File: src/rtl/bdcm_pkg.sv
// Shared types and constants for the binary descriptor cross-check matcher.
package bdcm_pkg;

  localparam logic [1:0] CMD_LOAD_SRC = 2'd0;
  localparam logic [1:0] CMD_LOAD_DST = 2'd1;
  localparam logic [1:0] CMD_RUN      = 2'd2;

  localparam int DESC_W = 256;
  localparam int DIST_W = 9;

  // Datapath commands from the controller
  typedef struct packed {
    logic load_src;   // write input descriptor into source store
    logic load_dst;   // write input descriptor into destination store
    logic rd_issue;   // issue read of pair (i, j)
    logic cmp;        // compare distance of a pair issued by rd_issue, after its read and distance stages
    logic chk_issue;  // issue read of best tables for source i
    logic chk_eval;   // evaluate mutual check, latch result
    logic clear;      // empty both sets and the overflow flag
  } ctrl_t;

  // Tree population count of one 64-bit word
  function automatic logic [6:0] popcount64(input logic [63:0] x);
    logic [63:0] v;
    v = x - ((x >> 1) & 64'h5555555555555555);
    v = (v & 64'h3333333333333333) + ((v >> 2) & 64'h3333333333333333);
    v = (v + (v >> 4)) & 64'h0F0F0F0F0F0F0F0F;
    v = (v + (v >> 8)) & 64'h00FF00FF00FF00FF;
    v = (v + (v >> 16)) & 64'h0000FFFF0000FFFF;
    v = v + (v >> 32);
    return v[6:0];
  endfunction

  function automatic logic [DIST_W-1:0] popcount256(input logic [DESC_W-1:0] x);
    return {2'b00, popcount64(x[63:0])} + {2'b00, popcount64(x[127:64])}
         + {2'b00, popcount64(x[191:128])} + {2'b00, popcount64(x[255:192])};
  endfunction

endpackage

File: src/rtl/bdcm_ctrl.sv
// Sequencer that walks loads, the all-pairs sweep and the result scan.
module bdcm_ctrl #(
  parameter int IDX_W = 6,
  parameter int CNT_W = 7
) (
  input  logic              clk,
  input  logic              rst_n,
  input  logic              in_valid,
  output logic              in_stall,
  input  logic [1:0]        in_command,
  output logic              out_valid,
  input  logic              out_stall,
  output logic              out_pair_valid,
  output logic [IDX_W-1:0]  out_src_index,
  output logic [IDX_W-1:0]  out_dst_index,
  output logic [8:0]        out_hamming_distance,
  output logic              out_load_overflow,
  output logic              out_last,
  output bdcm_pkg::ctrl_t   ctl,
  output logic [IDX_W-1:0]  i_idx,
  output logic [IDX_W-1:0]  j_idx,
  output logic [IDX_W-1:0]  ci_idx,
  input  logic [CNT_W-1:0]  src_cnt,
  input  logic [CNT_W-1:0]  dst_cnt,
  input  logic              ovf,
  input  logic              mutual,
  input  logic [IDX_W-1:0]  mutual_dst,
  input  logic [8:0]        mutual_dist
);
  localparam logic [2:0] S_IDLE  = 3'd0;
  localparam logic [2:0] S_SWEEP = 3'd1;
  localparam logic [2:0] S_DRAIN = 3'd2;
  localparam logic [2:0] S_CHK   = 3'd3;
  localparam logic [2:0] S_EVAL  = 3'd4;
  localparam logic [2:0] S_DEC   = 3'd5;
  localparam logic [2:0] S_OUT   = 3'd6;

  logic [2:0] st_r, st_nxt;
  logic [IDX_W-1:0] i_r, i_nxt, j_r, j_nxt;
  logic [1:0] drn_r, drn_nxt;
  logic cmp_p1_r, cmp_p2_r;
  // one pending pair held back so the final one can carry the last flag
  logic hold_v_r, hold_v_nxt;
  logic [IDX_W-1:0] hs_r, hs_nxt, hd_r, hd_nxt;
  logic [8:0] hdist_r, hdist_nxt;
  logic ov_v_r, ov_v_nxt, ov_pv_r, ov_pv_nxt, ov_last_r, ov_last_nxt;
  logic [IDX_W-1:0] ov_s_r, ov_s_nxt, ov_d_r, ov_d_nxt;
  logic [8:0] ov_dist_r, ov_dist_nxt;
  logic ovf_cap_r, ovf_cap_nxt;
  logic acc;
  logic last_i, last_j, out_free;

  assign out_free = !ov_v_r || !out_stall;
  assign in_stall = (st_r != S_IDLE) || ov_v_r;
  assign acc      = in_valid && !in_stall;
  assign last_i   = ({1'b0, i_r} == src_cnt - 1'b1);
  assign last_j   = ({1'b0, j_r} == dst_cnt - 1'b1);

  assign i_idx  = i_r;
  assign j_idx  = j_r;
  assign ci_idx = i_r;

  assign out_valid            = ov_v_r;
  assign out_pair_valid       = ov_pv_r;
  assign out_src_index        = ov_s_r;
  assign out_dst_index        = ov_d_r;
  assign out_hamming_distance = ov_dist_r;
  assign out_load_overflow    = ovf_cap_r;
  assign out_last             = ov_last_r;

  always_comb begin
    st_nxt = st_r; i_nxt = i_r; j_nxt = j_r; drn_nxt = drn_r;
    hold_v_nxt = hold_v_r; hs_nxt = hs_r; hd_nxt = hd_r; hdist_nxt = hdist_r;
    ov_v_nxt = ov_v_r && out_stall; ov_pv_nxt = ov_pv_r; ov_last_nxt = ov_last_r;
    ov_s_nxt = ov_s_r; ov_d_nxt = ov_d_r; ov_dist_nxt = ov_dist_r;
    ovf_cap_nxt = ovf_cap_r;
    ctl = '0;
    ctl.cmp = cmp_p2_r;
    case (st_r)
      S_IDLE: begin
        if (acc) begin
          case (in_command)
            bdcm_pkg::CMD_LOAD_SRC: ctl.load_src = 1'b1;
            bdcm_pkg::CMD_LOAD_DST: ctl.load_dst = 1'b1;
            bdcm_pkg::CMD_RUN: begin
              ovf_cap_nxt = ovf;
              i_nxt = '0; j_nxt = '0; hold_v_nxt = 1'b0;
              st_nxt = (src_cnt != '0 && dst_cnt != '0) ? S_SWEEP : S_OUT;
            end
            default: ;
          endcase
        end
      end
      S_SWEEP: begin
        ctl.rd_issue = 1'b1;
        if (last_j) begin
          j_nxt = '0;
          if (last_i) begin
            i_nxt = '0; drn_nxt = 2'd3; st_nxt = S_DRAIN;
          end else i_nxt = i_r + 1'b1;
        end else j_nxt = j_r + 1'b1;
      end
      S_DRAIN: begin
        drn_nxt = drn_r - 1'b1;
        if (drn_r == 2'd0) st_nxt = S_CHK;
      end
      S_CHK: begin
        ctl.chk_issue = 1'b1; st_nxt = S_EVAL;
      end
      S_EVAL: begin
        ctl.chk_eval = 1'b1; st_nxt = S_DEC;
      end
      S_DEC: begin
        if (mutual && hold_v_r) begin
          if (out_free) begin
            ov_v_nxt = 1'b1; ov_pv_nxt = 1'b1; ov_last_nxt = 1'b0;
            ov_s_nxt = hs_r; ov_d_nxt = hd_r; ov_dist_nxt = hdist_r;
            hs_nxt = i_r; hd_nxt = mutual_dst; hdist_nxt = mutual_dist;
          end
        end else if (mutual) begin
          hold_v_nxt = 1'b1;
          hs_nxt = i_r; hd_nxt = mutual_dst; hdist_nxt = mutual_dist;
        end
        if (!(mutual && hold_v_r) || out_free) begin
          if (last_i) st_nxt = S_OUT;
          else begin
            i_nxt = i_r + 1'b1; st_nxt = S_CHK;
          end
        end
      end
      S_OUT: begin
        if (out_free) begin
          ov_v_nxt = 1'b1; ov_last_nxt = 1'b1;
          ov_pv_nxt = hold_v_r; ov_s_nxt = hold_v_r ? hs_r : '0;
          ov_d_nxt = hold_v_r ? hd_r : '0; ov_dist_nxt = hold_v_r ? hdist_r : '0;
          ctl.clear = 1'b1; st_nxt = S_IDLE; hold_v_nxt = 1'b0;
        end
      end
      default: st_nxt = S_IDLE;
    endcase
  end

  always_ff @(posedge clk) begin
    if (!rst_n) begin
      st_r <= S_IDLE; ov_v_r <= 1'b0; cmp_p1_r <= 1'b0; cmp_p2_r <= 1'b0;
      hold_v_r <= 1'b0;
    end else begin
      st_r <= st_nxt; ov_v_r <= ov_v_nxt;
      cmp_p1_r <= ctl.rd_issue; cmp_p2_r <= cmp_p1_r;
      hold_v_r <= hold_v_nxt;
    end
  end

  always_ff @(posedge clk) begin
    i_r <= i_nxt; j_r <= j_nxt; drn_r <= drn_nxt;
    hs_r <= hs_nxt; hd_r <= hd_nxt; hdist_r <= hdist_nxt;
    ov_pv_r <= ov_pv_nxt; ov_last_r <= ov_last_nxt;
    ov_s_r <= ov_s_nxt; ov_d_r <= ov_d_nxt; ov_dist_r <= ov_dist_nxt;
    ovf_cap_r <= ovf_cap_nxt;
  end
endmodule

File: config.mk
export PLATFORM = sky130hd
export DESIGN_NAME = bdcm_ctrl
export DESIGN_NICKNAME = d
export VERILOG_FILES = /design/src/rtl/bdcm_pkg.sv /design/src/rtl/bdcm_ctrl.sv
export SDC_FILE = /design/constraint.sdc
export NUM_CORES = 1
export LEC_CHECK = 0
export BUFFER_PORTS_ARGS = -buffer_cell sky130_fd_sc_hd__buf_4
export CORE_UTILIZATION = 45
export CTS_BUF_LIST = sky130_fd_sc_hd__clkbuf_4 sky130_fd_sc_hd__clkbuf_8 sky130_fd_sc_hd__clkbuf_16
export CTS_CLUSTER_DIAMETER = 150
export DETAILED_ROUTE_END_ITERATION = 10
export PLACE_DENSITY = 0.82
export SYNTH_ARGS = -nofsm -noshare
export SYNTH_HDL_FRONTEND = slang
export SYNTH_SLANG_ARGS = --single-unit
File: constraint.sdc
create_clock -name clk -period 2.25 [get_ports clk]
set_input_delay 0.1125 -clock clk [delete_from_list [all_inputs] [get_ports clk]]
set_output_delay 0.1125 -clock clk [all_outputs]
set_load 0.03 [all_outputs]
==> out/metrics.cfg <==
[run_status]
status=completed

[critical_path]
cp.required_ns=2.30
critPathMaxStageDelay_ns=0.41
cp_slowest_cell=edfxtp_1
cp-end-kind=flip-flop
crit_fanout=5
critPathTopFamily=compound AO/OA/AOI/OAI gates
cp-start-kind=flip-flop
crit_chain=or3b_1 > o22ai_2 > a221oi_2 > a2111o_1 > or3b_1 > a21oi_2
worstSetupPathType=reg -> reg
arrival_ns=2.29
r2r_setup_slack_ns=0.01
cp_common_cell=or3b_1
crit_buf_inv=0

[placement]
io_buffers=87
hpwlAfterDp_mm=4.70
placed_cells=437
place_congestion=0.861

[die]
num_rows=30
ios=88
die-width_um=85.5
die_y_um=85.5
dieArea_um2=7320
core-area_um2=6760
start_util_pct=46.5

[grt]
grt_max_degree=24
grt_pass1_wl_mm=10.3
track_usage_pct=18.6
grt_overflow=0
grt_pass1_vias=2202
antenna_found_initial=0

[route]
drc=0
wl_per_cell_um=13.7
routed_wl_mm=6.48
routed_via_density=5.00
num_vias=2362
drtIter0Drc=108
drtAntennaViolNets=0
drt-pass1-iter-count=4

[timing]
setup_viol=0
fin_crit_ns=2.24
tightestPinTransition_ns=0.420
rsz0062_at_grt=true
finalCritPeriodShare_pct=99.4
drv_slew=0
max_freq_ghz=0.447
slew_headroom_pct=71.6
skew_ns=0.00317
hold_violations=0
tns_ns=0

[synth]
yosys.area.top_type=edfxtp_1
avgSynthCellArea_um2=12.1
async_reset_ff_share_pct=0
synth-seq-area-share_pct=60.9
synthCells=259
synth_seq_cells=66
synthesis.area_um2=3140
synth_nets=301
synth_area_leaders=edfxtp_1, nor2b_1, dfxtp_1, xor2_1, nor2_1
synth-edff-count=59
synth_warnings=0
synth_cell_type_count=49
synth-main-ff-cell=edfxtp_1
synth_top_area_share_pct=56.4

[clocking]
insertion_delay_ns=0.34
cts.sinks=66
cts_max_level=3
clock_tree.buffer_depth=2
root_buffer=clkbuf_8
cts_tree=yes
cts.clk_slew.worst_paths_ns=0.08
cts_buffers=9

[pwr]
powerDensity_nw_per_um2=976
peakVddDrop_uv=706
report.power.total_mw=4.35
p_leak_nw=1.78

[cells_and_area]
drive_gt1_share_pct=37.2
mostFrequentLayoutCells=buf_4, edfxtp_1, nor2_1
fin_nets=429
antenna_cells=0
final_common_cell=buf_4
syn2layout_area_growth_pct=41.8
final_cells=472

[job]
max-cap-violations=0

[hold_path]
min_path_type=in -> reg

[path summary, 6_finish.rpt]
path,cells past startpoint,startpoint,end
max,6,ci_idx[5],drn_r[0]
min,2,rst_n,cmp_p2_r
max reg2reg,6,ci_idx[5],drn_r[0]
min reg2reg,1,cmp_p1_r,cmp_p2_r
[sequential cells by signal (all words and copies together) (netlist names)]
name / cells
ci_idx: 6
cmp_p1_r: 1
cmp_p2_r: 1
drn_r: 2
hd_r: 6
hdist_r: 9
hold_v_r: 1
hs_r: 6
j_idx: 6
out_dst_index: 6
out_hamming_distance: 9
out_last: 1
out_load_overflow: 1
out_pair_valid: 1
out_src_index: 6
out_valid: 1
st_r: 3
[metrics by stage]
stage	setup slack [ns]	util, %	hold WS [ns]	cell area (um2)
floorplan	-0.154	-	0.211	3170
global placement	0.0358	59.7	0.291	4030
detailed placement	-0.0227	59.7	0.292	4030
CTS	0.00875	65.4	0.0198	4420
global route	-0.0801	65.9	0.0357	4450
finish	0.0146	65.9	0.0333	4450
[worst reg2reg max path: stages (launching register included)]
cell	delay [ns]
edfxtp_1	0.41
or3b_1	0.38
o22ai_2	0.13
a221oi_2	0.08
a2111o_1	0.39
or3b_1	0.37
a21oi_2	0.18
[cells by family (layout without fill, tap and decap cells)]
| kind of cell | count (synthesis) | in the layout | synth area share (%) |
|---|---|---|---|
| and+or+nand+nor | 108 | 108 | 19.1 |
| AOI/OAI and AO/OA | 32 | 32 | 7.77 |
| adders and majority gates | 5 | 5 | 1.99 |
| buffers and inverters | 25 | 158 | 3.82 |
| muxes | 1 | 1 | 0.319 |
| xor gates and xnor gates | 22 | 22 | 6.14 |
| DFF | 66 | 66 | 60.9 |
[layout make-up]
| type | instances | area (um2) |
|---|---|---|
| Clock buffer | 9 | 124 |
| Clock inverter | 7 | 100 |
| Fill cell | 515 | 2300 |
| Inverter | 13 | 48.8 |
| Multi-Input combinational cell | 168 | 1160 |
| Sequential cell | 66 | 1910 |
| Tap cell | 80 | 100 |
| Timing Repair Buffer | 129 | 1010 |
[power by group]
part,switching [mW],total [mW],internal (mW)
registers,0.123,1.64,1.51
clock network,0.489,1.12,0.633
logic,0.904,1.59,0.685
total,1.52,4.35,2.83
[cells in the mapped netlist, drive strengths merged, types with 4 or more instances]
cell type and count:
dfxtp 7, buf 7, nor3b 4, a21oi 5, xnor2 10, xor2 12
or3b 4, ha 5, nand3 6, nand2 11, clkbuf 5, nor2b 23
nand2b 5, nor2 27, o22ai 4, inv 13, and2 5, nor3 6
edfxtp 59
[per-layer routing]
metal	wire length [um]	share of wire (%)	up-vias	global-route usage [%]
met5	0	0	-	0
met4	104	1.6	0	9.09
met3	348	5.4	10	4.04
met2	3120	48	74	30.1
met1	2910	45	1086	23.7
li1	-	-	1192	-
[repair_timing]
item,in CTS,in global routing
cloned,0,0
setup buffers,0,3
resized for setup,1,3
pin swaps,0,1
hold endpoints to repair,16,0
hold buffers,16,0
endpoints found under the setup margin,2,15
Note: power is estimated with default switching activity, not from simulation.
